**src/rtl/cpm_pkg.sv**
```systemverilog
// Shared types, codes and saturating helpers for the covariance partial merge.
// No dependencies; every other file except cpm_fifo references this package by scoped names.
`timescale 1ns / 1ps

package cpm_pkg;

  localparam logic [1:0] KIND_COUNT = 2'd0;
  localparam logic [1:0] KIND_MEAN  = 2'd1;
  localparam logic [1:0] KIND_COMOM = 2'd2;

  localparam logic [63:0] SMAX = 64'h7FFF_FFFF_FFFF_FFFF;
  localparam logic [63:0] SMIN = 64'h8000_0000_0000_0000;
  localparam int RECIP_SHIFT   = 62;
  localparam int QUOT_BITS     = 63;

  typedef struct packed {
    logic [1:0]         kind;
    logic               starts_first_partial;
    logic [31:0]        sample_count;
    logic [3:0]         var_a;
    logic [3:0]         var_b;
    logic [7:0]         slot;
    logic signed [63:0] value;
  } item_t;

  typedef struct packed {
    logic signed [63:0] merged_value;
    logic [31:0]        total_count;
    logic               saturated;
  } result_t;

  typedef enum logic [1:0] {OP_START, OP_COUNT, OP_MEAN, OP_COMOM} op_e;

  typedef struct packed {
    op_e         op;
    logic [31:0] cnt;
    logic [3:0]  va;
    logic [3:0]  vb;
    logic [7:0]  slot;
    logic [63:0] value;
  } cmd_t;

  typedef enum logic [1:0] {SH_NONE, SH_FRAC, SH_RECIP} sh_e;

  typedef struct packed {
    logic        start;
    logic [63:0] a;
    logic [63:0] mb;
    logic        bneg;
    sh_e         sh;
  } mul_req_t;

  typedef struct packed {
    logic        done;
    logic [63:0] res;
    logic [63:0] raw;
    logic        sat;
  } mul_rsp_t;

  typedef enum logic [1:0] {M_IDLE, M_MUL, M_RND, M_OUT} mul_state_e;

  typedef enum logic [3:0] {
    ST_IDLE, ST_READ, ST_COUNT, ST_DIV, ST_COPY, ST_SUB, ST_MDN, ST_MINC,
    ST_MADD, ST_PROD, ST_MP, ST_MT, ST_CADD1, ST_CADD2, ST_DONE
  } back_state_e;

  function automatic logic [63:0] mag(logic [63:0] x);
    return x[63] ? (64'd0 - x) : x;
  endfunction

  // {saturated, sum}
  function automatic logic [64:0] add_sat(logic [63:0] a, logic [63:0] b);
    logic [63:0] s;
    s = a + b;
    if (a[63] == b[63] && s[63] != a[63]) return {1'b1, (a[63] ? SMIN : SMAX)};
    return {1'b0, s};
  endfunction

  function automatic logic [64:0] sub_sat(logic [63:0] a, logic [63:0] b);
    logic [63:0] d;
    d = a - b;
    if (a[63] != b[63] && d[63] != a[63]) return {1'b1, (a[63] ? SMIN : SMAX)};
    return {1'b0, d};
  endfunction

endpackage

```
**src/rtl/cpm_mul.sv**
```systemverilog
// Sequential 64x64 magnitude multiplier on one 32x32 unit with rounding
// shift and signed saturation. Depends on cpm_pkg.
`timescale 1ns / 1ps

module cpm_mul #(
  parameter int FRAC_BITS = 24
) (
  input  logic              clk_i,
  input  logic              rst_ni,
  input  cpm_pkg::mul_req_t req_i,
  output cpm_pkg::mul_rsp_t rsp_o
);

  cpm_pkg::mul_state_e state_q, state_d;
  logic [63:0]  ma_q, mb_q, pp_q, lo, limit;
  logic         neg_q;
  cpm_pkg::sh_e sh_q;
  logic [2:0]   step_q;
  logic [1:0]   psh_q;
  logic [127:0] acc_q, shr_q, pp_sh, rnd, rconst;
  logic [31:0]  a_part, b_part;
  logic         sat;

  assign a_part = step_q[1] ? ma_q[63:32] : ma_q[31:0];
  assign b_part = step_q[0] ? mb_q[63:32] : mb_q[31:0];

  always_comb begin
    case (psh_q)
      2'd0:    pp_sh = {64'd0, pp_q};
      2'd1:    pp_sh = {32'd0, pp_q, 32'd0};
      default: pp_sh = {pp_q, 64'd0};
    endcase
  end

  always_comb begin
    case (sh_q)
      cpm_pkg::SH_FRAC:  rconst = 128'd1 << (FRAC_BITS - 1);
      cpm_pkg::SH_RECIP: rconst = 128'd1 << (cpm_pkg::RECIP_SHIFT - 1);
      default:           rconst = '0;
    endcase
    rnd = acc_q + rconst;
  end

  always_comb begin
    state_d = state_q;
    case (state_q)
      cpm_pkg::M_IDLE: if (req_i.start) state_d = cpm_pkg::M_MUL;
      cpm_pkg::M_MUL:  if (step_q == 3'd4) state_d = cpm_pkg::M_RND;
      cpm_pkg::M_RND:  state_d = cpm_pkg::M_OUT;
      cpm_pkg::M_OUT:  state_d = cpm_pkg::M_IDLE;
      default:         state_d = cpm_pkg::M_IDLE;
    endcase
  end

  always_comb begin
    lo         = shr_q[63:0];
    limit      = neg_q ? cpm_pkg::SMIN : cpm_pkg::SMAX;
    sat        = (|shr_q[127:64]) || (lo > limit);
    rsp_o.done = (state_q == cpm_pkg::M_OUT);
    rsp_o.sat  = sat;
    rsp_o.res  = sat ? limit : (neg_q ? (64'd0 - lo) : lo);
    rsp_o.raw  = acc_q[63:0];
  end

  always_ff @(posedge clk_i or negedge rst_ni) begin
    if (!rst_ni) begin
      state_q <= cpm_pkg::M_IDLE;
      step_q  <= '0;
    end else begin
      state_q <= state_d;
      step_q  <= (state_q == cpm_pkg::M_MUL) ? step_q + 3'd1 : 3'd0;
    end
  end

  always_ff @(posedge clk_i) begin
    case (state_q)
      cpm_pkg::M_IDLE: begin
        if (req_i.start) begin
          ma_q  <= cpm_pkg::mag(req_i.a);
          mb_q  <= req_i.mb;
          neg_q <= req_i.a[63] ^ req_i.bneg;
          sh_q  <= req_i.sh;
          acc_q <= '0;
        end
      end
      cpm_pkg::M_MUL: begin
        if (step_q != 3'd4) begin
          pp_q  <= 64'(a_part) * 64'(b_part);
          psh_q <= 2'(step_q[1]) + 2'(step_q[0]);
        end
        if (step_q != 3'd0) begin
          acc_q <= acc_q + pp_sh;
        end
      end
      cpm_pkg::M_RND: begin
        case (sh_q)
          cpm_pkg::SH_FRAC:  shr_q <= rnd >> FRAC_BITS;
          cpm_pkg::SH_RECIP: shr_q <= rnd >> cpm_pkg::RECIP_SHIFT;
          default:           shr_q <= acc_q;
        endcase
      end
      default: ;
    endcase
  end

endmodule

```
**config.mk**
```make
export PLATFORM = sky130hd
export DESIGN_NAME = cpm_mul
export DESIGN_NICKNAME = d
export VERILOG_FILES = /design/src/rtl/cpm_pkg.sv /design/src/rtl/cpm_mul.sv
export SDC_FILE = /design/constraint.sdc
export NUM_CORES = 2
export LEC_CHECK = 0
export BUFFER_PORTS_ARGS = -buffer_cell sky130_fd_sc_hd__buf_2
export CAP_MARGIN = 15
export CORE_MARGIN = 3
export CORE_UTILIZATION = 35
export DETAILED_ROUTE_END_ITERATION = 6
export PLACE_DENSITY = 0.62
export SLEW_MARGIN = 30
export SYNTH_ARGS = -nofsm -noshare
export SYNTH_HDL_FRONTEND = slang
export SYNTH_SLANG_ARGS = --single-unit
```
**constraint.sdc**
```tcl
create_clock -name clk_i -period 14.65 [get_ports clk_i]
set_clock_uncertainty 0.1 [all_clocks]
set_input_delay 1.465 -clock clk_i [delete_from_list [all_inputs] [get_ports clk_i]]
set_output_delay 1.465 -clock clk_i [all_outputs]
set_load 0.005 [all_outputs]
```
==> metrics.txt <==
# TYPE chip_impl_metric gauge
chip_impl_info{name="outcome",value="finished clean"} 1
chip_impl_info{name="yosys-top-cells-area",value="sky130_fd_sc_hd__fa_1 27%, sky130_fd_sc_hd__edfxtp_1 20%, sky130_fd_sc_hd__ha_1 8.7%"} 1
chip_impl_metric{name="yosys_warnings",unit=""} 0
chip_impl_metric{name="core",unit="um2"} 190000
chip_impl_info{name="crit_slowest_cell",value="sky130_fd_sc_hd__mux2_2"} 1
chip_impl_metric{name="chipHeight",unit="um"} 444
chip_impl_metric{name="io_pins",unit=""} 264
chip_impl_metric{name="die_x",unit="um"} 444
chip_impl_metric{name="avgViaCountPerCell",unit=""} 5.58
chip_impl_info{name="synth_largest_area_cell",value="sky130_fd_sc_hd__fa_1"} 1
chip_impl_metric{name="filler_cell_count",unit=""} 19200
chip_impl_metric{name="global_route_wire_length_before_repair",unit="mm"} 372
chip_impl_metric{name="initialDrtViolationCount",unit=""} 5033
chip_impl_info{name="hold_path.class",value="reg -> reg"} 1
chip_impl_metric{name="cts.htree.levels",unit=""} 2
chip_impl_metric{name="areaGrowthSynthToFinish",unit="%"} 8.00
chip_impl_metric{name="drt_first_pass_iters",unit=""} 6
chip_impl_info{name="critical_path.most_common_cell",value="sky130_fd_sc_hd__fa_1"} 1
chip_impl_metric{name="timing.final.crit_period",unit="ns"} 10.15
chip_impl_metric{name="netlist_instances",unit=""} 7541
chip_impl_metric{name="number_of_global_route_vias_before_repair",unit=""} 57500
chip_impl_metric{name="worst_slew_pin_slew",unit="ns"} 1.10
chip_impl_metric{name="synth.net_count",unit=""} 9040
chip_impl_metric{name="post_cts_resize_count",unit=""} 0
chip_impl_info{name="setup.worst_path.class",value="reg -> reg"} 1
chip_impl_metric{name="finalMaxSlewViolations",unit=""} 0
chip_impl_metric{name="critical_path_arrival",unit="ns"} 10.47
chip_impl_metric{name="final_critical_path_setup_slack",unit="ns"} 4.50
chip_impl_metric{name="yosysUniqueCellTypes",unit=""} 97
chip_impl_metric{name="port_buffers",unit=""} 263
chip_impl_metric{name="initial_utilization",unit=""} 0.352
chip_impl_info{name="setup.worst_path.start_class",value="flop"} 1
chip_impl_metric{name="globalRouteTotalUtil",unit=""} 0.251
chip_impl_metric{name="min_period_over_period",unit=""} 0.693
chip_impl_metric{name="critPathMaxFanout",unit=""} 57
chip_impl_metric{name="clock_path_buffers",unit=""} 3
chip_impl_metric{name="yosysTopAreaCellShare",unit=""} 0.268
chip_impl_metric{name="maximum_single_stage_delay_on_the_critical_path",unit="ns"} 0.82
chip_impl_metric{name="ant_nets",unit=""} 0
chip_impl_metric{name="cts_made_buffers",unit=""} 55
chip_impl_metric{name="required_time_reported_for_the_critical_path_endpoint",unit="ns"} 14.97
chip_impl_metric{name="numClockSinks",unit=""} 458
chip_impl_metric{name="drt-wirelength-per-cell",unit="um"} 24.9
chip_impl_info{name="ys.flop_type",value="sky130_fd_sc_hd__edfxtp_1"} 1
chip_impl_metric{name="antenna_found_initial",unit=""} 3
chip_impl_metric{name="clk_latency",unit="ns"} 0.70
chip_impl_metric{name="max-cap-violations",unit=""} 0
chip_impl_metric{name="worst_setup_hold_path_clk_slew",unit="ns"} 0.06
chip_impl_metric{name="report.final.hold_viol_count",unit=""} 0
chip_impl_metric{name="async_reset_ff_frac",unit=""} 0.0109
chip_impl_metric{name="grt_start_max_net_pins",unit=""} 118
chip_impl_metric{name="preCtsSetupSlack",unit="ns"} 4.37
chip_impl_metric{name="gp_routability_congestion",unit=""} 1.00
chip_impl_metric{name="postLayoutCoreUtil",unit=""} 0.381
chip_impl_metric{name="synthesis.area_per_instance",unit="um2"} 8.90
chip_impl_metric{name="synth_edf_count",unit=""} 453
chip_impl_metric{name="whs",unit="ns"} 0.453
chip_impl_metric{name="slew_headroom",unit=""} 0.263
chip_impl_info{name="grt_setup_unrepaired",value="false"} 1
chip_impl_metric{name="timing.fmax",unit="GHz"} 0.0985
chip_impl_metric{name="final_nets",unit=""} 9022
chip_impl_info{name="cts_tree",value="done"} 1
chip_impl_metric{name="netlist_area",unit="um2"} 67100
chip_impl_metric{name="globalRoute.totalOverflow",unit=""} 0
chip_impl_info{name="clock-root-buffer",value="sky130_fd_sc_hd__clkbuf_16"} 1
chip_impl_metric{name="finalWirelength",unit="mm"} 251
chip_impl_info{name="synth.most_common_cell",value="sky130_fd_sc_hd__inv_1"} 1
chip_impl_info{name="worst_setup_path_end_kind",value="flop"} 1
chip_impl_metric{name="dp_hpwl",unit="mm"} 198
chip_impl_metric{name="synth.ff_latch_count",unit=""} 458
chip_impl_metric{name="final-setup-viol-count",unit=""} 0
chip_impl_metric{name="seq_area_frac_synth",unit=""} 0.205
chip_impl_metric{name="placement_rows",unit=""} 160
chip_impl_metric{name="drcViolationCount",unit=""} 0
chip_impl_info{name="synth.cells.most_frequent",value="997 x sky130_fd_sc_hd__inv_1, 897 x sky130_fd_sc_hd__fa_1, 897 x sky130_fd_sc_hd__nor2_1, 890 x sky130_fd_sc_hd__nand2_1, 468 x sky130_fd_sc_hd__ha_1"} 1
chip_impl_metric{name="postCtsHoldBufs",unit=""} 0
chip_impl_metric{name="post_route_cells_drive_above_1_share",unit=""} 0.0825
chip_impl_metric{name="floorplan_die_area",unit="um2"} 197000
chip_impl_metric{name="vias",unit=""} 56200
chip_impl_metric{name="fin_setup_tns",unit="ns"} 0
chip_impl_metric{name="cts_post_setup_buffers_inserted",unit=""} 0
[cells by family after synthesis]
family	after synthesis	share of synthesized area
adders and majority gates	1365	0.355
muxes	202	0.0316
buffers and inverters	1432	0.0840
xor gates and xnor gates	326	0.0426
and+or+nand+nor	2535	0.169
AOI/OAI and AO/OA	1223	0.113
DFF	458	0.205
[cell usage in the layout, fill, tap and decap left out, types with 28 or more instances in the layout]
master	count
sky130_fd_sc_hd__nor2_1	895
sky130_fd_sc_hd__mux2i_1	84
sky130_fd_sc_hd__clkbuf_16	55
sky130_fd_sc_hd__and2_1	118
sky130_fd_sc_hd__o21ai_0	367
sky130_fd_sc_hd__ha_1	465
sky130_fd_sc_hd__mux2i_2	40
sky130_fd_sc_hd__buf_2	262
sky130_fd_sc_hd__and3_1	43
sky130_fd_sc_hd__buf_4	93
sky130_fd_sc_hd__o31ai_1	28
sky130_fd_sc_hd__nand3_1	95
sky130_fd_sc_hd__nor3_1	121
sky130_fd_sc_hd__xor2_1	109
sky130_fd_sc_hd__nor4_1	44
sky130_fd_sc_hd__nand2_1	889
sky130_fd_sc_hd__edfxtp_1	453
sky130_fd_sc_hd__fa_1	897
sky130_fd_sc_hd__a31oi_1	36
sky130_fd_sc_hd__a21oi_1	342
sky130_fd_sc_hd__xnor2_1	217
sky130_fd_sc_hd__o21bai_1	62
sky130_fd_sc_hd__inv_1	996
sky130_fd_sc_hd__a21o_1	140
sky130_fd_sc_hd__nand4_1	120
sky130_fd_sc_hd__nand2b_1	48
sky130_fd_sc_hd__or3_1	35
sky130_fd_sc_hd__mux2_2	76
[flip-flops by register name, summed over array words and instances, names as in the netlist]
signal / cells
psh_q: 2
step_q: 3
shr_q: 128
state_q: 2
neg_q: 1
mb_q: 64
sh_q: 2
acc_q: 128
ma_q: 64
pp_q: 64
[worst max-delay path: cells and delay by family, from the launching register on]
family,cells,cell delay [ns]
simple gates,4,1.09
flops,1,0.45
xor+xnor,1,0.14
compound gates,5,1.51
buf+inv,8,1.11
fa+ha+maj,9,4.59
mux,1,0.82
[worst paths after layout]
| kind | from | endpoint | slack (ns) | depth (start not counted) |
|---|---|---|---|---|
| worst max-delay path | step_q[0] | pp_q[62] | 4.50 | 28 |
| worst min-delay path | step_q[0] | step_q[0] | 0.45 | 1 |
| worst max register to register | step_q[0] | pp_q[62] | 4.50 | 28 |
| worst min register to register | step_q[0] | step_q[0] | 0.45 | 1 |
| max in group asynchronous | rst_ni | step_q[0] | 13.72 | 1 |
| min in group asynchronous | rst_ni | state_q[0] | 0.50 | 1 |
[layer usage]
layer,global-route usage,vias to the layer above,part of all wire
met5,0,-,0
met4,0.134,0,0.065
met3,0.0515,662,0.094
met2,0.400,2864,0.45
met1,0.320,27900,0.39
li1,-,24800,-
[area by class of cell]
| class | instances | area, um2 | share of cell area |
|---|---|---|---|
| Inverter | 999 | 3750 | 0.0518 |
| Antenna cell | 7 | 17.5 | 0.000242 |
| Multi-Input combinational cell | 5651 | 48000 | 0.662 |
| Sequential cell | 458 | 13700 | 0.190 |
| Clock buffer | 64 | 1410 | 0.0195 |
| Clock inverter | 32 | 370 | 0.00511 |
| Timing Repair Buffer | 358 | 2060 | 0.0285 |
| Tap cell | 2511 | 3140 | 0.0434 |
[through the flow]
step                instances  area (um2)
finish                  10100       72500
global placement         9975       70600
detailed placement       9976       70600
floorplan                7541       67100
CTS                     10100       72400
global route            10100       72400
Power is not shown: default switching activity piles up to over one toggle a cycle in this logic, so the estimate is an artifact.
