## src/rtl/cpm_fifo.sv

```systemverilog
// Small word queue with combinational head read.
// Standalone; used for the command queue and the result queue.
`timescale 1ns / 1ps

module cpm_fifo #(
  parameter int WIDTH = 8,
  parameter int DEPTH = 2
) (
  input  logic             clk_i,
  input  logic             rst_ni,
  input  logic             push_i,
  input  logic [WIDTH-1:0] wdata_i,
  output logic             full_o,
  input  logic             pop_i,
  output logic [WIDTH-1:0] rdata_o,
  output logic             empty_o
);

  localparam int AW = (DEPTH > 1) ? $clog2(DEPTH) : 1;

  logic [WIDTH-1:0] mem [DEPTH];
  logic [AW-1:0]    wr_q, wr_d, rd_q, rd_d;
  logic [AW:0]      cnt_q, cnt_d;
  logic             do_push, do_pop;

  assign full_o  = (cnt_q == (AW+1)'(DEPTH));
  assign empty_o = (cnt_q == '0);
  assign do_push = push_i && !full_o;
  assign do_pop  = pop_i && !empty_o;
  assign rdata_o = mem[rd_q];

  always_comb begin
    wr_d  = wr_q;
    rd_d  = rd_q;
    cnt_d = cnt_q;
    if (do_push) begin
      wr_d = (wr_q == AW'(DEPTH - 1)) ? '0 : wr_q + AW'(1);
    end
    if (do_pop) begin
      rd_d = (rd_q == AW'(DEPTH - 1)) ? '0 : rd_q + AW'(1);
    end
    if (do_push && !do_pop) begin
      cnt_d = cnt_q + (AW+1)'(1);
    end else if (do_pop && !do_push) begin
      cnt_d = cnt_q - (AW+1)'(1);
    end
  end

  always_ff @(posedge clk_i or negedge rst_ni) begin
    if (!rst_ni) begin
      wr_q  <= '0;
      rd_q  <= '0;
      cnt_q <= '0;
    end else begin
      wr_q  <= wr_d;
      rd_q  <= rd_d;
      cnt_q <= cnt_d;
    end
  end

  always_ff @(posedge clk_i) begin
    if (do_push) begin
      mem[wr_q] <= wdata_i;
    end
  end

endmodule

```

## config.mk

```make
export PLATFORM = sky130hd
export DESIGN_NAME = cpm_fifo
export DESIGN_NICKNAME = d
export VERILOG_FILES = /design/src/rtl/cpm_fifo.sv
export SDC_FILE = /design/constraint.sdc
export NUM_CORES = 1
export LEC_CHECK = 0
export BUFFER_PORTS_ARGS = -buffer_cell sky130_fd_sc_hd__buf_4
export CAP_MARGIN = 5
export CORE_MARGIN = 3
export CORE_UTILIZATION = 35
export CTS_CLUSTER_DIAMETER = 50
export CTS_CLUSTER_SIZE = 40
export DETAILED_ROUTE_END_ITERATION = 7
export PLACE_DENSITY_LB_ADDON = 0.08
export SYNTH_ARGS = -nofsm -noshare
export SYNTH_HDL_FRONTEND = slang
export SYNTH_SLANG_ARGS = --single-unit
```

## constraint.sdc

```tcl
create_clock -name clk_i -period 1.5 [get_ports clk_i]
set_input_delay 0.15 -clock clk_i [delete_from_list [all_inputs] [get_ports clk_i]]
set_output_delay 0.15 -clock clk_i [all_outputs]
set_load 0.02 [all_outputs]
```

==> metrics, run 1 <==
status=finished, final reports clean; Worst R2R End=cnt_q[1]$_DFFE_PN0P_; register area share after synthesis=74.2%; Fillers=186; grt ovf=0; Die H=53.3 um; Power Total=1.98 mW; Total GRT Usage=8.91%; drt wl/cell=11.1 um; antenna viol nets, final=0; fin crit period=1460 ps; initial antenna violation count=0; worst hold path cell count=1; Area contributors post-synth=edfxtp_1 61%, dfrtp_1 13%, mux2_1 8.6%; number of synthesis warnings=0; Hold Crit Start=wdata_i[2]; maximum VDD drop=0.917 mV; post-synth top area share=61.4%; Horiz. Die Dim=53.3 um; final worst setup slack=38.2 ps; vias per cell=4.30; Max Root-Sink Buffers=2; Worst Skew=0.949 ps; # clock sinks=20; placed cells=96; detailed-route DRC error count=0; clk root buf=clkbuf_4; Slew Limit Headroom=85.1%; WS Path Type=reg -> out; Place WS=102 ps; CTS Buf Count=3; H-tree depth=1; reg2reg start=cnt_q[0]$_DFFE_PN0P_; hold crit path type=in -> reg; first-pass GRT wire length=1750 um; crit-path max FO=9; crit path DAT=1310 ps; vias in the first global route=415; via count=439; Least-Margin Pin Slew=221 ps; HPWL Detailed=865 um; Final nets=89; Hold EP=mem[0][2]$_DFFE_PP_; setup violators final=0; syn nets=57; most common cell after layout, fill and taps aside=buf_4; share of post-route cells with drive strength above 1=46.7%; final max-slew violation count=0; CP Launch Type=flop; Pleak=0.440 nW; largest net degree at the start of global routing=12; crit end category=primary output; starting density of the core=38.3%; Placer Congestion=0.654; Clk pin slew, worst setup/hold paths=100 ps; Worst-Skew Late Latency=290 ps; most frequent cells in the layout=27 x buf_4, 16 x edfxtp_1, 6 x mux2_1; initial DRC count=2; io pins=22; die area=2840 um^2; CTS tree=yes; leading area contributor after synthesis=edfxtp_1; port bufs=21; Cell Count, Final, Fillers Out=102; Ant. Diodes=0; Placeable Area=2040 um^2; power per cell area=1880 nW/um^2; Netlist cell types=15; RSZ-0062 raised after global routing=yes; DR pass1 iterations=2; Max-cap violations=0; final wirelength=1130 um; Rows=16; R2R depth=6; Mapped Avg Cell Area=17.8 um^2; flops & latches, synth=20; Post-Syn Area=782 um^2; Area Overhead vs Synth=34.4%; r2r setup slk=110 ps; f_max=0.684 GHz; Req. time, crit path=1350 ps; Gate Count Post-Synth=44; final hold violation count=0; part of the cycle the worst path needs=97.5%
## worst max-delay path: stages, from the launching register on
cell     delay [ps]
dfrtp_2         500
mux2_2          370
buf_4           160
## power by group
group	total (mW)	internal [mW]	switching, mW
sequential	0.884	0.778	0.106
clock	0.248	0.0966	0.151
combinational	0.845	0.441	0.404
## per-stage QoR
stage	cell area (um^2)	utilization [%]	TNS, ps	hold WS (ps)
global route	1050	51.5	-91.1	6.29
detailed placement	1010	49.3	0	-49.1
floorplan	782	-	0	-146
finish	1050	51.5	0	38.4
global placement	1010	49.3	0	-50.0
CTS	1050	51.5	0	27.7
## layer usage
layer | track usage (%) | vias up | routed length, um
met5 | 0 | - | 0
met4 | 3.83 | 0 | 0
met3 | 2.54 | 0 | 68
met2 | 15.7 | 12 | 578
met1 | 9.82 | 208 | 487
li1 | - | 219 | -
## kinds of logic after synthesis
group	synth area share, %
compound gates	0.639
xor+xnor	6.56
fa+ha+maj	1.60
buf+inv	1.60
flops	74.2
mux	11.5
simple gates	3.84
## cell usage after synthesis (all sizes together)
cell type	instances
and3	1
buf	1
dfrtp	4
edfxtp	16
ha	1
inv	2
mux2	8
nand2	1
nand2b	1
nor2	3
o21ai	1
xnor2	3
xor2	2
## state kept, by name, indices dropped and copies added (netlist names)
| name | count |
|---|---|
| mem | 16 |
| cnt_q | 2 |
| rd_q | 1 |
| wr_q | 1 |
## worst max path at each step
stage                               startpoint                    to  slack (ps)  cells after the start
after floorplan           cnt_q[0]$_DFFE_PN0P_   mem[0][0]$_DFFE_PP_         110                      3
after global placement    cnt_q[0]$_DFFE_PN0P_  cnt_q[1]$_DFFE_PN0P_         150                      6
after detailed placement  cnt_q[0]$_DFFE_PN0P_  cnt_q[1]$_DFFE_PN0P_         100                      6
after CTS                     rd_q$_DFFE_PN0P_            rdata_o[2]          10                      2
after global routing          rd_q$_DFFE_PN0P_            rdata_o[2]         -30                      2
final                         rd_q$_DFFE_PN0P_            rdata_o[2]          40                      2
## layout make-up
class | count | area (um^2) | area share, %
multi-input combinational | 21 | 189 | 18.0
timing repair buffer | 28 | 213 | 20.2
sequential | 20 | 582 | 55.4
clock buffer | 3 | 22.5 | 2.14
clock inverter | 1 | 3.75 | 0.357
tap | 27 | 33.8 | 3.21
inverter | 2 | 7.51 | 0.714
## repair_timing
action,CTS,global route
hold buffers,1,0
endpoints found under the setup margin,8,7
setup buffers,1,0
gates resized for setup,1,0
endpoints found under the hold margin,4,0
No activity file was read; power rests on OpenSTA's default activity.
==> run 2: changes to the inputs <==
--- a/config.mk
+++ b/config.mk
@@ -8,11 +8,12 @@
 export BUFFER_PORTS_ARGS = -buffer_cell sky130_fd_sc_hd__buf_4
 export CAP_MARGIN = 5
 export CORE_MARGIN = 3
-export CORE_UTILIZATION = 35
+export CORE_UTILIZATION = 44
 export CTS_CLUSTER_DIAMETER = 50
 export CTS_CLUSTER_SIZE = 40
 export DETAILED_ROUTE_END_ITERATION = 7
 export PLACE_DENSITY_LB_ADDON = 0.08
+export SETUP_SLACK_MARGIN = 0.3
 export SYNTH_ARGS = -nofsm -noshare
 export SYNTH_HDL_FRONTEND = slang
 export SYNTH_SLANG_ARGS = --single-unit
==> metrics, run 2 (synthesis gave the netlist of run 1 again) <==
Multi-input gate area=275 um^2; most used cell, CP=buf_6; part of the cycle the worst path needs=96.9%; f_max=0.688 GHz; max reg flops=16; DR pass1 iterations=3; placed cells=88; CP Launch Type=flop; reg2reg start=cnt_q[0]$_DFFE_PN0P_; CTS tree=yes; drt wl/cell=13.0 um; slowest cell on the critical path=dfrtp_2; hold crit path type=in -> reg; final wirelength=1350 um; initial antenna violation count=0; port bufs=21; crit end category=primary output; setup TNS=0 ps; Max Root-Sink Buffers=2; Switching Share=32.6%; maximum VDD drop=1.73 mV; Power Total=2.57 mW; grt ovf=0; critical path, cell by cell=buf_6 -> mux2_4 -> buf_6; Placer Congestion=0.679; Int Pwr=1.73 mW; Final nets=94; crit path DAT=1300 ps; Hold EP=mem[0][1]$_DFFE_PP_; setup violators final=0; reported net switching power=0.837 mW; Clk pin slew, worst setup/hold paths=120 ps; share of post-route cells with drive strength above 1=72.5%; Horiz. Die Dim=48.2 um; Least-Margin Pin Slew=246 ps; starting density of the core=49.1%; Req. time, crit path=1350 ps; R2R depth=7; Top reg by flops=mem; HPWL Detailed=820 um; H-tree depth=1; initial DRC count=4; Total GRT Usage=12.4%; antenna viol nets, final=0; die area=2320 um^2; Cell Count, Final, Fillers Out=104; Die H=48.2 um; clk root buf=clkbuf_4; Top Registers=mem (16), cnt_q (2); fin crit period=1450 ps; RSZ-0062 raised after global routing=yes; # clock sinks=20; io pins=22; crit-path max FO=4; combinational share of power=52.6%; WS Path Type=reg -> out; Clock Power Share=11.9%; final hold violation count=0; Placeable Area=1590 um^2; status=finished, final reports clean; vias per cell=4.64; first-pass GRT wire length=1920 um; via count=483; Max-cap violations=0; power per cell area=2060 nW/um^2; largest net degree at the start of global routing=12; Worst R2R End=cnt_q[1]$_DFFE_PN0P_; detailed-route DRC error count=0; Ant. Diodes=0; FF+latch area=584 um^2; vias in the first global route=470; final worst setup slack=47.0 ps; Pleak=0.524 nW; Rows=14; most frequent cells in the layout=16 x buf_4, 16 x edfxtp_1, 16 x buf_6, 6 x mux2_4; Worst-Skew Late Latency=290 ps; Fillers=91; Slew Limit Headroom=83.6%; Place WS=96.1 ps; crit-path max cell delay=450 ps; Worst Skew=8.57 ps; r2r setup slk=100 ps; CTS Buf Count=3; final max-slew violation count=0; worst hold path cell count=1; Area Overhead vs Synth=59.0%; Hold Crit Start=wdata_i[1]; sequential share of power=35.5%
## run 2: layer usage
layer	vias up	track usage (%)	wire length [um]
met4	0	3.23	0
met2	12	22.4	772
met1	240	14.3	539
met5	-	0	0
li1	231	-	-
met3	0	3.32	41
## run 2: how the worst max path moves through the flow
stage                         start                   end  slack [ps]
5_1_grt            rd_q$_DFFE_PN0P_            rdata_o[0]         0.7
2_1_floorplan  cnt_q[0]$_DFFE_PN0P_  cnt_q[1]$_DFFE_PN0P_         200
6_report           rd_q$_DFFE_PN0P_            rdata_o[3]          50
3_3_place_gp   cnt_q[0]$_DFFE_PN0P_   mem[0][1]$_DFFE_PP_         130
4_1_cts            rd_q$_DFFE_PN0P_            rdata_o[3]          50
3_5_place_dp   cnt_q[0]$_DFFE_PN0P_  cnt_q[1]$_DFFE_PN0P_         100
## run 2: power groups by stage
stage / combinational, mW / clock (mW) / sequential [mW]
floorplan: 0.568 / 0 / 0.856
global placement: 0.776 / 0 / 0.915
detailed placement: 0.788 / 0 / 0.918
CTS: 1.21 / 0.311 / 0.883
global route: 1.45 / 0.335 / 0.929
finish: 1.35 / 0.305 / 0.911
## run 2: worst max-delay path: cells and delay by family, from the launching register on
family | cells | cell delay [ps]
buffers and inverters | 2 | 270
flip-flops | 1 | 450
multiplexers | 1 | 290
## run 2: through the flow
stage	util [%]	cell area, um^2	hold slack, ps
final	78.0	1240	32.6
after global routing	78.0	1240	18.0
after CTS	74.1	1180	30.8
after detailed placement	61.7	983	-47.4
after global placement	61.7	983	-49.1
after floorplan	-	801	-146
## run 2: area by class of cell
class / count / area share (%)
clock buffer: 4 / 2.92
tap: 24 / 2.41
multi-input combinational: 21 / 22.1
inverter: 2 / 0.604
sequential: 20 / 47.0
timing repair buffer: 33 / 24.9
## run 2: what timing repair did
action / in CTS / in global routing
setup buffers: 8 / 3
setup endpoints to repair: 27 / 20
endpoints found under the hold margin: 4 / 0
gates resized for setup: 26 / 10
pin swaps: 2 / 3
hold buffers: 1 / 0
==> run 3: changes to the inputs <==
--- a/config.mk
+++ b/config.mk
@@ -5,7 +5,7 @@
 export SDC_FILE = /design/constraint.sdc
 export NUM_CORES = 1
 export LEC_CHECK = 0
-export BUFFER_PORTS_ARGS = -buffer_cell sky130_fd_sc_hd__buf_4
+export BUFFER_PORTS_ARGS = -buffer_cell sky130_fd_sc_hd__buf_2
 export CAP_MARGIN = 5
 export CORE_MARGIN = 3
 export CORE_UTILIZATION = 44
==> metrics, run 3 (synthesis gave the netlist of run 1 again) <==
Slew Limit Headroom=83.0%; Horiz. Die Dim=48.2 um; Final nets=96; Clk pin slew, worst setup/hold paths=110 ps; Placeable Area=1590 um^2; CTS Buf Count=3; WS Path Type=reg -> out; power per cell area=2120 nW/um^2; DR pass1 iterations=4; Ant. Diodes=0; Top reg by flops=mem; Finished Cell Area=1240 um^2; CTS tree=yes; metal3 WL=54 um; crit end category=primary output; routed wl met2=813 um; largest net degree at the start of global routing=12; top sig layer=met4; crit path DAT=1310 ps; status=finished, final reports clean; port bufs=21; # clock sinks=20; Worst Skew=3.66 ps; final wirelength=1480 um; initial DRC count=6; setup TNS=0 ps; Req. time, crit path=1350 ps; clk root buf=clkbuf_4; Rows=14; Area Overhead vs Synth=58.2%; maximum VDD drop=1.81 mV; Max Root-Sink Buffers=2; crit-path max cell delay=440 ps; grt ovf=0; Top Registers=mem (16), cnt_q (2); final max-slew violation count=0; first-pass GRT wire length=2220 um; io pins=22; share of post-route cells with drive strength above 1=70.7%; setup violators final=0; CP Launch Type=flop; max reg flops=16; most frequent cells in the layout=16 x edfxtp_1, 16 x buf_6, 11 x buf_2, 6 x mux2_4, 6 x buf_4; Crit path max-delay family=flip-flops; Buf/Inv on CP=2; Fillers=89; initial antenna violation count=0; Max-cap violations=0; f_max=0.687 GHz; starting density of the core=49.1%; Placed Area=931 um^2; part of the cycle the worst path needs=97.0%; RSZ-0062 raised after global routing=yes; die area=2320 um^2; vias per cell=4.71; Die H=48.2 um; Pleak=0.524 nW; wire length on met1=598 um; detailed-route DRC error count=0; crit-path max FO=5; Total GRT Usage=14.7%; via count=499; hold crit path type=in -> reg; final hold violation count=0; drt wl/cell=14.0 um; critical path, cell by cell=buf_12 -> mux2_4 -> buf_6; antenna viol nets, final=0; Placer Congestion=0.658; Worst-Skew Late Latency=300 ps; slowest cell on the critical path=dfrtp_2; fin crit period=1460 ps; H-tree depth=1; vias in the first global route=507; Least-Margin Pin Slew=255 ps
[run 3: per-layer routing]
layer / global-route usage, % / up-vias
met5: 0 / -
met4: 6.45 / 0
met3: 4.43 / 4
met2: 25.3 / 14
met1: 16.9 / 243
li1: - / 238
[run 3: power by group]
| part | internal [mW] | switching [mW] |
|---|---|---|
| Clock | 0.148 | 0.159 |
| Sequential | 0.782 | 0.108 |
| Combinational | 0.837 | 0.595 |
[run 3: metrics by stage]
step	instances	power [mW]	hold slack, ps	utilization, %	setup slack (ps)
after floorplan	44	1.42	-146	-	199
after global placement	88	1.60	-37.1	58.4	132
after detailed placement	88	1.62	-36.4	58.4	115
after CTS	102	2.50	28.5	74.6	33.3
after global routing	106	2.77	15.3	77.6	-1.60
final	106	2.63	33.1	77.6	44.7
[run 3: layout make-up]
type | instances | area, um^2 | area share (%)
Sequential cell | 20 | 583 | 47.1
Timing Repair Buffer | 35 | 310 | 25.1
Multi-Input combinational cell | 21 | 268 | 21.6
Clock buffer | 4 | 36.3 | 2.93
Tap cell | 24 | 30.0 | 2.43
Inverter | 2 | 10.0 | 0.809
[run 3: path summary, 6_finish.rpt]
check	from	end	slack [ps]	depth (start not counted)
max in group asynchronous	rst_ni	rd_q$_DFFE_PN0P_	1190	2
hold reg to reg	wr_q$_DFFE_PN0N_	wr_q$_DFFE_PN0N_	590	1
setup reg to reg	cnt_q[0]$_DFFE_PN0P_	cnt_q[1]$_DFFE_PN0P_	160	7
min in group asynchronous	rst_ni	cnt_q[0]$_DFFE_PN0P_	180	2
hold / removal	wdata_i[5]	mem[0][5]$_DFFE_PP_	30	1
setup / recovery	rd_q$_DFFE_PN0P_	rdata_o[6]	40	3
[run 3: what timing repair did]
action | 4_1_cts | 5_1_grt
hold buffers | 1 | 0
setup endpoints to repair | 28 | 28
pin swaps | 6 | 4
setup buffers | 9 | 4
endpoints found under the hold margin | 4 | 0
gates resized for setup | 40 | 5
cloned | 0 | 0
