--- src/rtl/cpm_pkg.sv ---
// Shared types, codes and saturating helpers for the covariance partial merge.
// No dependencies; every other file except cpm_fifo references this package by scoped names.
`timescale 1ns / 1ps

package cpm_pkg;

  localparam logic [1:0] KIND_COUNT = 2'd0;
  localparam logic [1:0] KIND_MEAN  = 2'd1;
  localparam logic [1:0] KIND_COMOM = 2'd2;

  localparam logic [63:0] SMAX = 64'h7FFF_FFFF_FFFF_FFFF;
  localparam logic [63:0] SMIN = 64'h8000_0000_0000_0000;
  localparam int RECIP_SHIFT   = 62;
  localparam int QUOT_BITS     = 63;

  typedef struct packed {
    logic [1:0]         kind;
    logic               starts_first_partial;
    logic [31:0]        sample_count;
    logic [3:0]         var_a;
    logic [3:0]         var_b;
    logic [7:0]         slot;
    logic signed [63:0] value;
  } item_t;

  typedef struct packed {
    logic signed [63:0] merged_value;
    logic [31:0]        total_count;
    logic               saturated;
  } result_t;

  typedef enum logic [1:0] {OP_START, OP_COUNT, OP_MEAN, OP_COMOM} op_e;

  typedef struct packed {
    op_e         op;
    logic [31:0] cnt;
    logic [3:0]  va;
    logic [3:0]  vb;
    logic [7:0]  slot;
    logic [63:0] value;
  } cmd_t;

  typedef enum logic [1:0] {SH_NONE, SH_FRAC, SH_RECIP} sh_e;

  typedef struct packed {
    logic        start;
    logic [63:0] a;
    logic [63:0] mb;
    logic        bneg;
    sh_e         sh;
  } mul_req_t;

  typedef struct packed {
    logic        done;
    logic [63:0] res;
    logic [63:0] raw;
    logic        sat;
  } mul_rsp_t;

  typedef enum logic [1:0] {M_IDLE, M_MUL, M_RND, M_OUT} mul_state_e;

  typedef enum logic [3:0] {
    ST_IDLE, ST_READ, ST_COUNT, ST_DIV, ST_COPY, ST_SUB, ST_MDN, ST_MINC,
    ST_MADD, ST_PROD, ST_MP, ST_MT, ST_CADD1, ST_CADD2, ST_DONE
  } back_state_e;

  function automatic logic [63:0] mag(logic [63:0] x);
    return x[63] ? (64'd0 - x) : x;
  endfunction

  // {saturated, sum}
  function automatic logic [64:0] add_sat(logic [63:0] a, logic [63:0] b);
    logic [63:0] s;
    s = a + b;
    if (a[63] == b[63] && s[63] != a[63]) return {1'b1, (a[63] ? SMIN : SMAX)};
    return {1'b0, s};
  endfunction

  function automatic logic [64:0] sub_sat(logic [63:0] a, logic [63:0] b);
    logic [63:0] d;
    d = a - b;
    if (a[63] != b[63] && d[63] != a[63]) return {1'b1, (a[63] ? SMIN : SMAX)};
    return {1'b0, d};
  endfunction

endpackage

--- src/rtl/cpm_front.sv ---
// Front end: takes input words, drops unknown kinds, decodes the operation
// and folds indexes into range. Depends on cpm_pkg.
`timescale 1ns / 1ps

module cpm_front #(
  parameter int MAX_VARIABLES = 16,
  parameter int MAX_COMOMENTS = 256
) (
  input  logic          clk_i,
  input  logic          rst_ni,
  input  cpm_pkg::item_t item_i,
  input  logic          push_i,
  output logic          full_o,
  output cpm_pkg::cmd_t cmd_o,
  output logic          cmd_push_o,
  input  logic          cmd_full_i
);

  logic [3:0] va_tbl [16];
  logic [7:0] slot_tbl [256];

  for (genvar g = 0; g < 16; g++) begin : g_va
    localparam int unsigned R = g % MAX_VARIABLES;
    assign va_tbl[g] = 4'(R);
  end

  for (genvar g = 0; g < 256; g++) begin : g_slot
    localparam int unsigned R = g % MAX_COMOMENTS;
    assign slot_tbl[g] = 8'(R);
  end

  cpm_pkg::cmd_t hold_q, dec;
  logic          vld_q, vld_d, accept;

  assign full_o     = vld_q && cmd_full_i;
  assign accept     = push_i && !full_o;
  assign cmd_push_o = vld_q;
  assign cmd_o      = hold_q;

  always_comb begin
    dec.cnt   = item_i.sample_count;
    dec.va    = va_tbl[item_i.var_a];
    dec.vb    = va_tbl[item_i.var_b];
    dec.slot  = slot_tbl[item_i.slot];
    dec.value = item_i.value;
    case (item_i.kind)
      cpm_pkg::KIND_COUNT: begin
        dec.op = item_i.starts_first_partial ? cpm_pkg::OP_START : cpm_pkg::OP_COUNT;
      end
      cpm_pkg::KIND_MEAN:  dec.op = cpm_pkg::OP_MEAN;
      default:             dec.op = cpm_pkg::OP_COMOM;
    endcase
  end

  always_comb begin
    vld_d = vld_q;
    if (accept) begin
      vld_d = (item_i.kind == cpm_pkg::KIND_COUNT) || (item_i.kind == cpm_pkg::KIND_MEAN)
           || (item_i.kind == cpm_pkg::KIND_COMOM);
    end else if (vld_q && !cmd_full_i) begin
      vld_d = 1'b0;
    end
  end

  always_ff @(posedge clk_i or negedge rst_ni) begin
    if (!rst_ni) begin
      vld_q <= 1'b0;
    end else begin
      vld_q <= vld_d;
    end
  end

  always_ff @(posedge clk_i) begin
    if (accept) begin
      hold_q <= dec;
    end
  end

endmodule

--- config.mk ---
export PLATFORM = sky130hd
export DESIGN_NAME = cpm_front
export DESIGN_NICKNAME = d
export VERILOG_FILES = /design/src/rtl/cpm_pkg.sv /design/src/rtl/cpm_front.sv
export SDC_FILE = /design/constraint.sdc
export NUM_CORES = 1
export LEC_CHECK = 0
export ABC_AREA = 1
export BUFFER_PORTS_ARGS = -buffer_cell sky130_fd_sc_hd__buf_4
export CAP_MARGIN = 20
export CELL_PAD_IN_SITES_DETAIL_PLACEMENT = 2
export CELL_PAD_IN_SITES_GLOBAL_PLACEMENT = 2
export CORE_MARGIN = 2
export CORE_UTILIZATION = 29
export CTS_BUF_LIST = sky130_fd_sc_hd__clkbuf_4 sky130_fd_sc_hd__clkbuf_8 sky130_fd_sc_hd__clkbuf_16
export CTS_CLUSTER_DIAMETER = 60
export DETAILED_ROUTE_END_ITERATION = 16
export GPL_TIMING_DRIVEN = 0
export PLACE_DENSITY = 0.89
export SYNTH_ARGS = -nofsm -noshare
export SYNTH_HDL_FRONTEND = slang
export SYNTH_SLANG_ARGS = --single-unit
--- constraint.sdc ---
create_clock -name clk_i -period 18.68 [get_ports clk_i]
set_input_delay 2.802 -clock clk_i [delete_from_list [all_inputs] [get_ports clk_i]]
set_output_delay 2.802 -clock clk_i [all_outputs]
set_load 0.02 [all_outputs]
==> results_dict.tcl, run 1 <==
set metrics [dict create \
    clock.fmax_mhz 166 \
    critical_path_cell_by_cell "buf_4 > nand2_1 > inv_1 > buf_4" \
    final_slew_viol_count 0 \
    post_layout_nonfiller_instances 540 \
    grt_antenna_before_repair 0 \
    initial_core_utilization_pct 29.4 \
    regToRegEndpoint "cmd_o[3]" \
    clock_latency_ps 410 \
    rsz0062_at_grt "false" \
    design.final.nets 499 \
    timing.final.crit_share_pct 32.2 \
    irDropWorstVdd_mv 0.0532 \
    final_area_um2 6040 \
    gp_routability_congestion 0.704 \
    synthMostInstantiatedCell "sky130_fd_sc_hd__edfxtp_1" \
    worst-slew-pin-transition_ps 638 \
    clock_root_buffer "sky130_fd_sc_hd__clkbuf_16" \
    synth_enable_flop_cells 114 \
    drt_first_iter_violations 100 \
    tns_ps 0 \
    route.antenna.remaining_nets 0 \
    crit_type "in -> out" \
    placedInstanceArea_um2 5500 \
    clock_tree_from_tritoncts "built" \
    topRoutingLayerUsed "met4" \
    synthFlopType "sky130_fd_sc_hd__edfxtp_1" \
    number_of_maximum_capacitance_violations 0 \
    post_synth_most_frequent_cells "sky130_fd_sc_hd__edfxtp_1 (114), sky130_fd_sc_hd__nand2_1 (4), sky130_fd_sc_hd__inv_1 (2)" \
    met3RoutedLength_um 890 \
    min_cycle_time_layout_ps 6020 \
    synth_seq_area_share_pct 98.9 \
    critical_path.endpoint_type "output pin" \
    final_core_utilization_pct 50.9 \
    final_layout_worst_hold_slack_ps 515 \
    critical_path.top_delay_family "buffers and inverters" \
    layout_cell_share_with_drive_strength_beyond_1_pct 67.9 \
    setup_buffers_after_cts 0 \
    crit-reg2reg-launch "cmd_push_o" \
    r2r_slack_ps 16790 \
    route.layer.met1.wl_um 3390 \
    final_hold_viol_count 0 \
    worstPathRequired_ps 15880 \
    worst_path_most_repeated_cell "sky130_fd_sc_hd__buf_4" \
    status "finished, final reports clean" \
    grt_start_max_net_pins 38 \
    cp.arrival_ps 3220 \
    post_synth_net_total 243 \
    yosys.cell_types.count 7 \
    number_of_placed_instances_with_taps_included 508 \
    number_of_setup_violations_in_the_final_report 0 \
    ctsHoldBuffers 0 \
    route.detailed.drc 0 \
    crit_path_start "cmd_full_i" \
    first_pass_grt_wire_length_um 15200 \
    max_stage_delay_ps 160 \
    dp_worst_setup_slack_ps 12660 \
    cts_resized 0 \
    cp.depth 4 \
    routed_via_density 4.19 \
    synth_area_um2 3490 \
    post-layout-total-power_mw 0.673 \
    ys_top_cells_by_area "sky130_fd_sc_hd__edfxtp_1 (98%), sky130_fd_sc_hd__dfrtp_1 (0.72%), sky130_fd_sc_hd__nand2_1 (0.43%)" \
    placement.io_buffers 234 \
    fp.dieW_um 114 \
    synth_top_area_share_pct 98.1 \
    relSlewSlack_pct 57.4 \
    cts-buffers-inserted 17 \
    floorplan.rows 40 \
    firstDrtPassIters 4 \
    clk_pin_slew_ps 50 \
    dp.final_hpwl_um 8280 \
    area_delta_synth_final_pct 73.2 \
    setup.worst_path.end "full_o" \
    power_density_nw_per_um2 111 \
    worstHoldPathType "reg -> reg" \
    fin_skew_ps 8.35 \
    postSynthAreaPerCell_um2 28.1 \
    worst_setup_path_start_kind "input port" \
    die_height_um 114 \
    die_outline_area_um2 12900 \
    async_flop_share_pct 0.870 \
    slowest_stage "sky130_fd_sc_hd__buf_4" \
    power_leakage_nw 2.56 \
    core_um2 11900 \
    routed-via-count 2264 \
    grt_pass1_vias 2584 \
    clock_path_buffers 2 \
    io_pins 235 \
    drt-total-wl_um 10700 \
    ys_warn_count 0 \
    avgRoutedWirePerCell_um 19.9 \
    wl_met2_um 6210 \
    worstPathMaxFanout 2 \
    synth_largest_area_cell "sky130_fd_sc_hd__edfxtp_1" \
    syn-instance-count 124 \
    diodes 0 \
    synth-seq-cells 115 \
    gr-usage-all-layers_pct 16.8 \
    timing.reg2reg.worst_path_depth 5 \
    cts.sinks 115 \
    critical_path_buf_inv_count 3 \
    cts_htree_levels 4 \
    overflow 0 \
    fin_ws_ps 12660 \
]
## logic make-up (layout without fill, tap and decap cells)
logic type / after synthesis / in the layout / synth area share, %
AOI/OAI and AO/OA: 1 / 1 / 0.215
buffers and inverters: 2 / 271 / 0.215
and+or+nand+nor: 6 / 6 / 0.717
DFF: 115 / 115 / 98.9
## power breakdown
| group | total [mW] | internal (mW) | switching (mW) |
|---|---|---|---|
| combinational | 0.0718 | 0.0350 | 0.0368 |
| sequential | 0.309 | 0.303 | 0.00530 |
| clock | 0.292 | 0.190 | 0.103 |
| total | 0.673 | 0.528 | 0.145 |
## flip-flops by register name, indices dropped and copies added (netlist names)
| register | flops |
|---|---|
| cmd_push_o | 1 |
| cmd_o | 114 |
## layer usage
| layer | vias up | track usage [%] |
|---|---|---|
| li1 | 1016 | - |
| met4 | 0 | 8.78 |
| met5 | - | 0 |
| met3 | 20 | 6.64 |
| met1 | 1102 | 15.5 |
| met2 | 126 | 31.6 |
## worst min-delay path, cell delays in order (launching register included)
cell                      delay, ps
sky130_fd_sc_hd__dfrtp_1        350
sky130_fd_sc_hd__nand2_1         70
sky130_fd_sc_hd__nand2_1         60
## how the worst min path moves through the flow
| stage | from | end | slack [ps] | depth (start not counted) |
|---|---|---|---|---|
| 6_report | cmd_push_o | cmd_push_o | 520 | 2 |
| 5_1_grt | cmd_push_o | cmd_push_o | 530 | 2 |
| 4_1_cts | cmd_push_o | cmd_push_o | 520 | 2 |
| 3_5_place_dp | cmd_push_o | cmd_push_o | 500 | 2 |
| 3_3_place_gp | cmd_push_o | cmd_push_o | 500 | 2 |
| 2_1_floorplan | cmd_push_o | cmd_push_o | 610 | 2 |
## cell usage in the layout, fill, tap and decap left out, drive strengths merged
| cell | count |
|---|---|
| nor2 | 1 |
| bufinv | 1 |
| edfxtp | 114 |
| clkinv | 7 |
| or2 | 1 |
| buf | 237 |
| inv | 2 |
| nand2 | 4 |
| clkbuf | 24 |
| dfrtp | 1 |
| o21bai | 1 |
## cell type report
type	instances	area, um2
clock buffer	24	478
clock inverter	8	61.3
fill	1089	5820
inverter	2	7.51
multi-input combinational	7	40.0
sequential	115	3450
tap	147	184
timing repair buffer	237	1820
Power figures use the tool's default switching activity.
==> run 2, diff against run 1 <==
Settings changed: CORE_UTILIZATION 29 to 24, PLACE_DENSITY 0.89 to 0.79.
Clock period 18.68 ns to 5.07 ns, I/O delays scaled along.
==> results_dict.tcl, run 2 (same netlist as run 1, synthesis figures left out) <==
set metrics [dict create \
    max_stage_delay_ps 550 \
    irDropWorstVdd_mv 0.179 \
    route.detailed.drc 0 \
    grt_pass1_vias 2495 \
    worst_path_most_repeated_cell "sky130_fd_sc_hd__buf_12" \
    dp.final_hpwl_um 8170 \
    mostFrequentLayoutCells "sky130_fd_sc_hd__buf_4 (234), sky130_fd_sc_hd__edfxtp_1 (114), sky130_fd_sc_hd__clkbuf_16 (17)" \
    power.internal_mw 2.01 \
    gp_routability_congestion 0.698 \
    cts_htree_levels 4 \
    number_of_setup_violations_in_the_final_report 0 \
    critical_path_cell_by_cell "buf_4 > nand2_1 > inv_1 > nor2_4 > buf_12 > buf_12" \
    layout.filler_cells 1396 \
    placement.io_buffers 234 \
    clock_path_buffers 2 \
    drt_first_iter_violations 89 \
    power_leakage_nw 2.58 \
    design.final.nets 499 \
    final_hold_viol_count 0 \
    slowest_stage "sky130_fd_sc_hd__nor2_4" \
    floorplan.rows 44 \
    gr-usage-all-layers_pct 13.9 \
    crit_path_start "cmd_full_i" \
    final_core_utilization_pct 42.6 \
    relSlewSlack_pct 52.7 \
    route.antenna.remaining_nets 0 \
    first_pass_grt_wire_length_um 15500 \
    placedInstanceArea_um2 5540 \
    grt_antenna_before_repair 0 \
    clock_root_buffer "sky130_fd_sc_hd__clkbuf_16" \
    clock_latency_ps 400 \
    worst-slew-pin-transition_ps 708 \
    cts_resized 0 \
    cts-buffers-inserted 17 \
    grt_start_max_net_pins 36 \
    cp.arrival_ps 2120 \
    rsz0062_at_grt "false" \
    clk_pin_slew_ps 50 \
    clock.fmax_mhz 492 \
    total_switching_power_mw 0.542 \
    p_seq_share_pct 44.5 \
    post_layout_nonfiller_instances 577 \
    clock_tree_from_tritoncts "built" \
    die_height_um 125 \
    number_of_maximum_capacitance_violations 0 \
    timing.final.crit_share_pct 40.1 \
    ctsHoldBuffers 0 \
    die_outline_area_um2 15500 \
    power.switching_fraction_pct 21.3 \
    power_frac_clock_pct 45.2 \
    crit-reg2reg-launch "cmd_push_o" \
    final_area_um2 6120 \
    routed_via_density 3.90 \
    min_cycle_time_layout_ps 2030 \
    number_of_placed_instances_with_taps_included 545 \
    layout_cell_share_with_drive_strength_beyond_1_pct 68.7 \
    worstPathRequired_ps 5160 \
    cts.sinks 115 \
    crit_type "in -> reg" \
    fp.dieW_um 125 \
    worstHoldPathType "in -> async" \
    status "finished, final reports clean" \
    routed-via-count 2250 \
    overflow 0 \
    footprint_of_the_multi_input_gates_um2 40.0 \
    pwr-share-comb_pct 10.3 \
    initial_core_utilization_pct 24.3 \
    final_common_cell "sky130_fd_sc_hd__buf_4" \
    final_layout_worst_hold_slack_ps 120 \
    power_density_nw_per_um2 416 \
    io_pins 235 \
    firstDrtPassIters 2 \
    area_delta_synth_final_pct 75.6 \
    seqCellArea_um2 3450 \
    final_slew_viol_count 0 \
    fin_skew_ps 7.71 \
    setup_buffers_after_cts 0 \
    worstPathMaxFanout 35 \
    flip_flop_count_of_the_largest_register_after_layout 114 \
    core_um2 14400 \
    avgRoutedWirePerCell_um 18.3 \
    critical_path.endpoint_type "flop" \
    diodes 0 \
    drt-total-wl_um 10600 \
    worst_setup_path_start_kind "input port" \
]
==> run 2: worst max-delay path, delay by kind of cell <==
kind | cells | cell delay (ps)
buf+inv | 4 | 710
simple gates | 2 | 620
==> run 2: routing by layer <==
layer	vias to the layer above	track usage, %	share of wire (%)
met5	-	0	0
met4	0	5.82	1.8
met3	17	6.92	8.8
met2	113	24.6	56
met1	1105	13.7	33
li1	1015	-	-
==> run 2: final timing paths <==
| check | to | slack, ps | depth (start not counted) |
|---|---|---|---|
| min in group clk_i | cmd_o[7] | 530 | 1 |
| hold / removal | cmd_push_o | 120 | 1 |
| setup reg to reg | cmd_o[53] | 3100 | 5 |
| setup / recovery | cmd_o[53] | 3040 | 6 |
| max in group asynchronous | cmd_push_o | 4870 | 1 |
| hold reg to reg | cmd_push_o | 530 | 2 |
==> run 2: layout make-up <==
class	instances	share of cell area (%)
flip-flops and latches	115	56.3
repair buffers	237	29.7
clock buffers	27	8.68
well taps	184	3.76
clock inverters	5	0.817
multi-input cells	7	0.654
inverters	2	0.123
==> run 2: through the flow <==
stage | setup slack, ps | setup TNS (ps) | total power [mW]
global placement | -428 | -47760 | 1.41
floorplan | 709 | 0 | 1.25
finish | 3040 | 0 | 2.55
CTS | 3010 | 0 | 2.59
global route | 2930 | 0 | 2.64
detailed placement | 2580 | 0 | 1.42
==> run 2: power by group through the flow <==
stage / Sequential [mW] / Clock (mW) / Combinational, mW
CTS: 1.14 / 1.18 / 0.269
global route: 1.14 / 1.22 / 0.279
global placement: 1.16 / 0 / 0.251
floorplan: 1.23 / 0 / 0.0212
finish: 1.13 / 1.15 / 0.263
detailed placement: 1.15 / 0 / 0.268
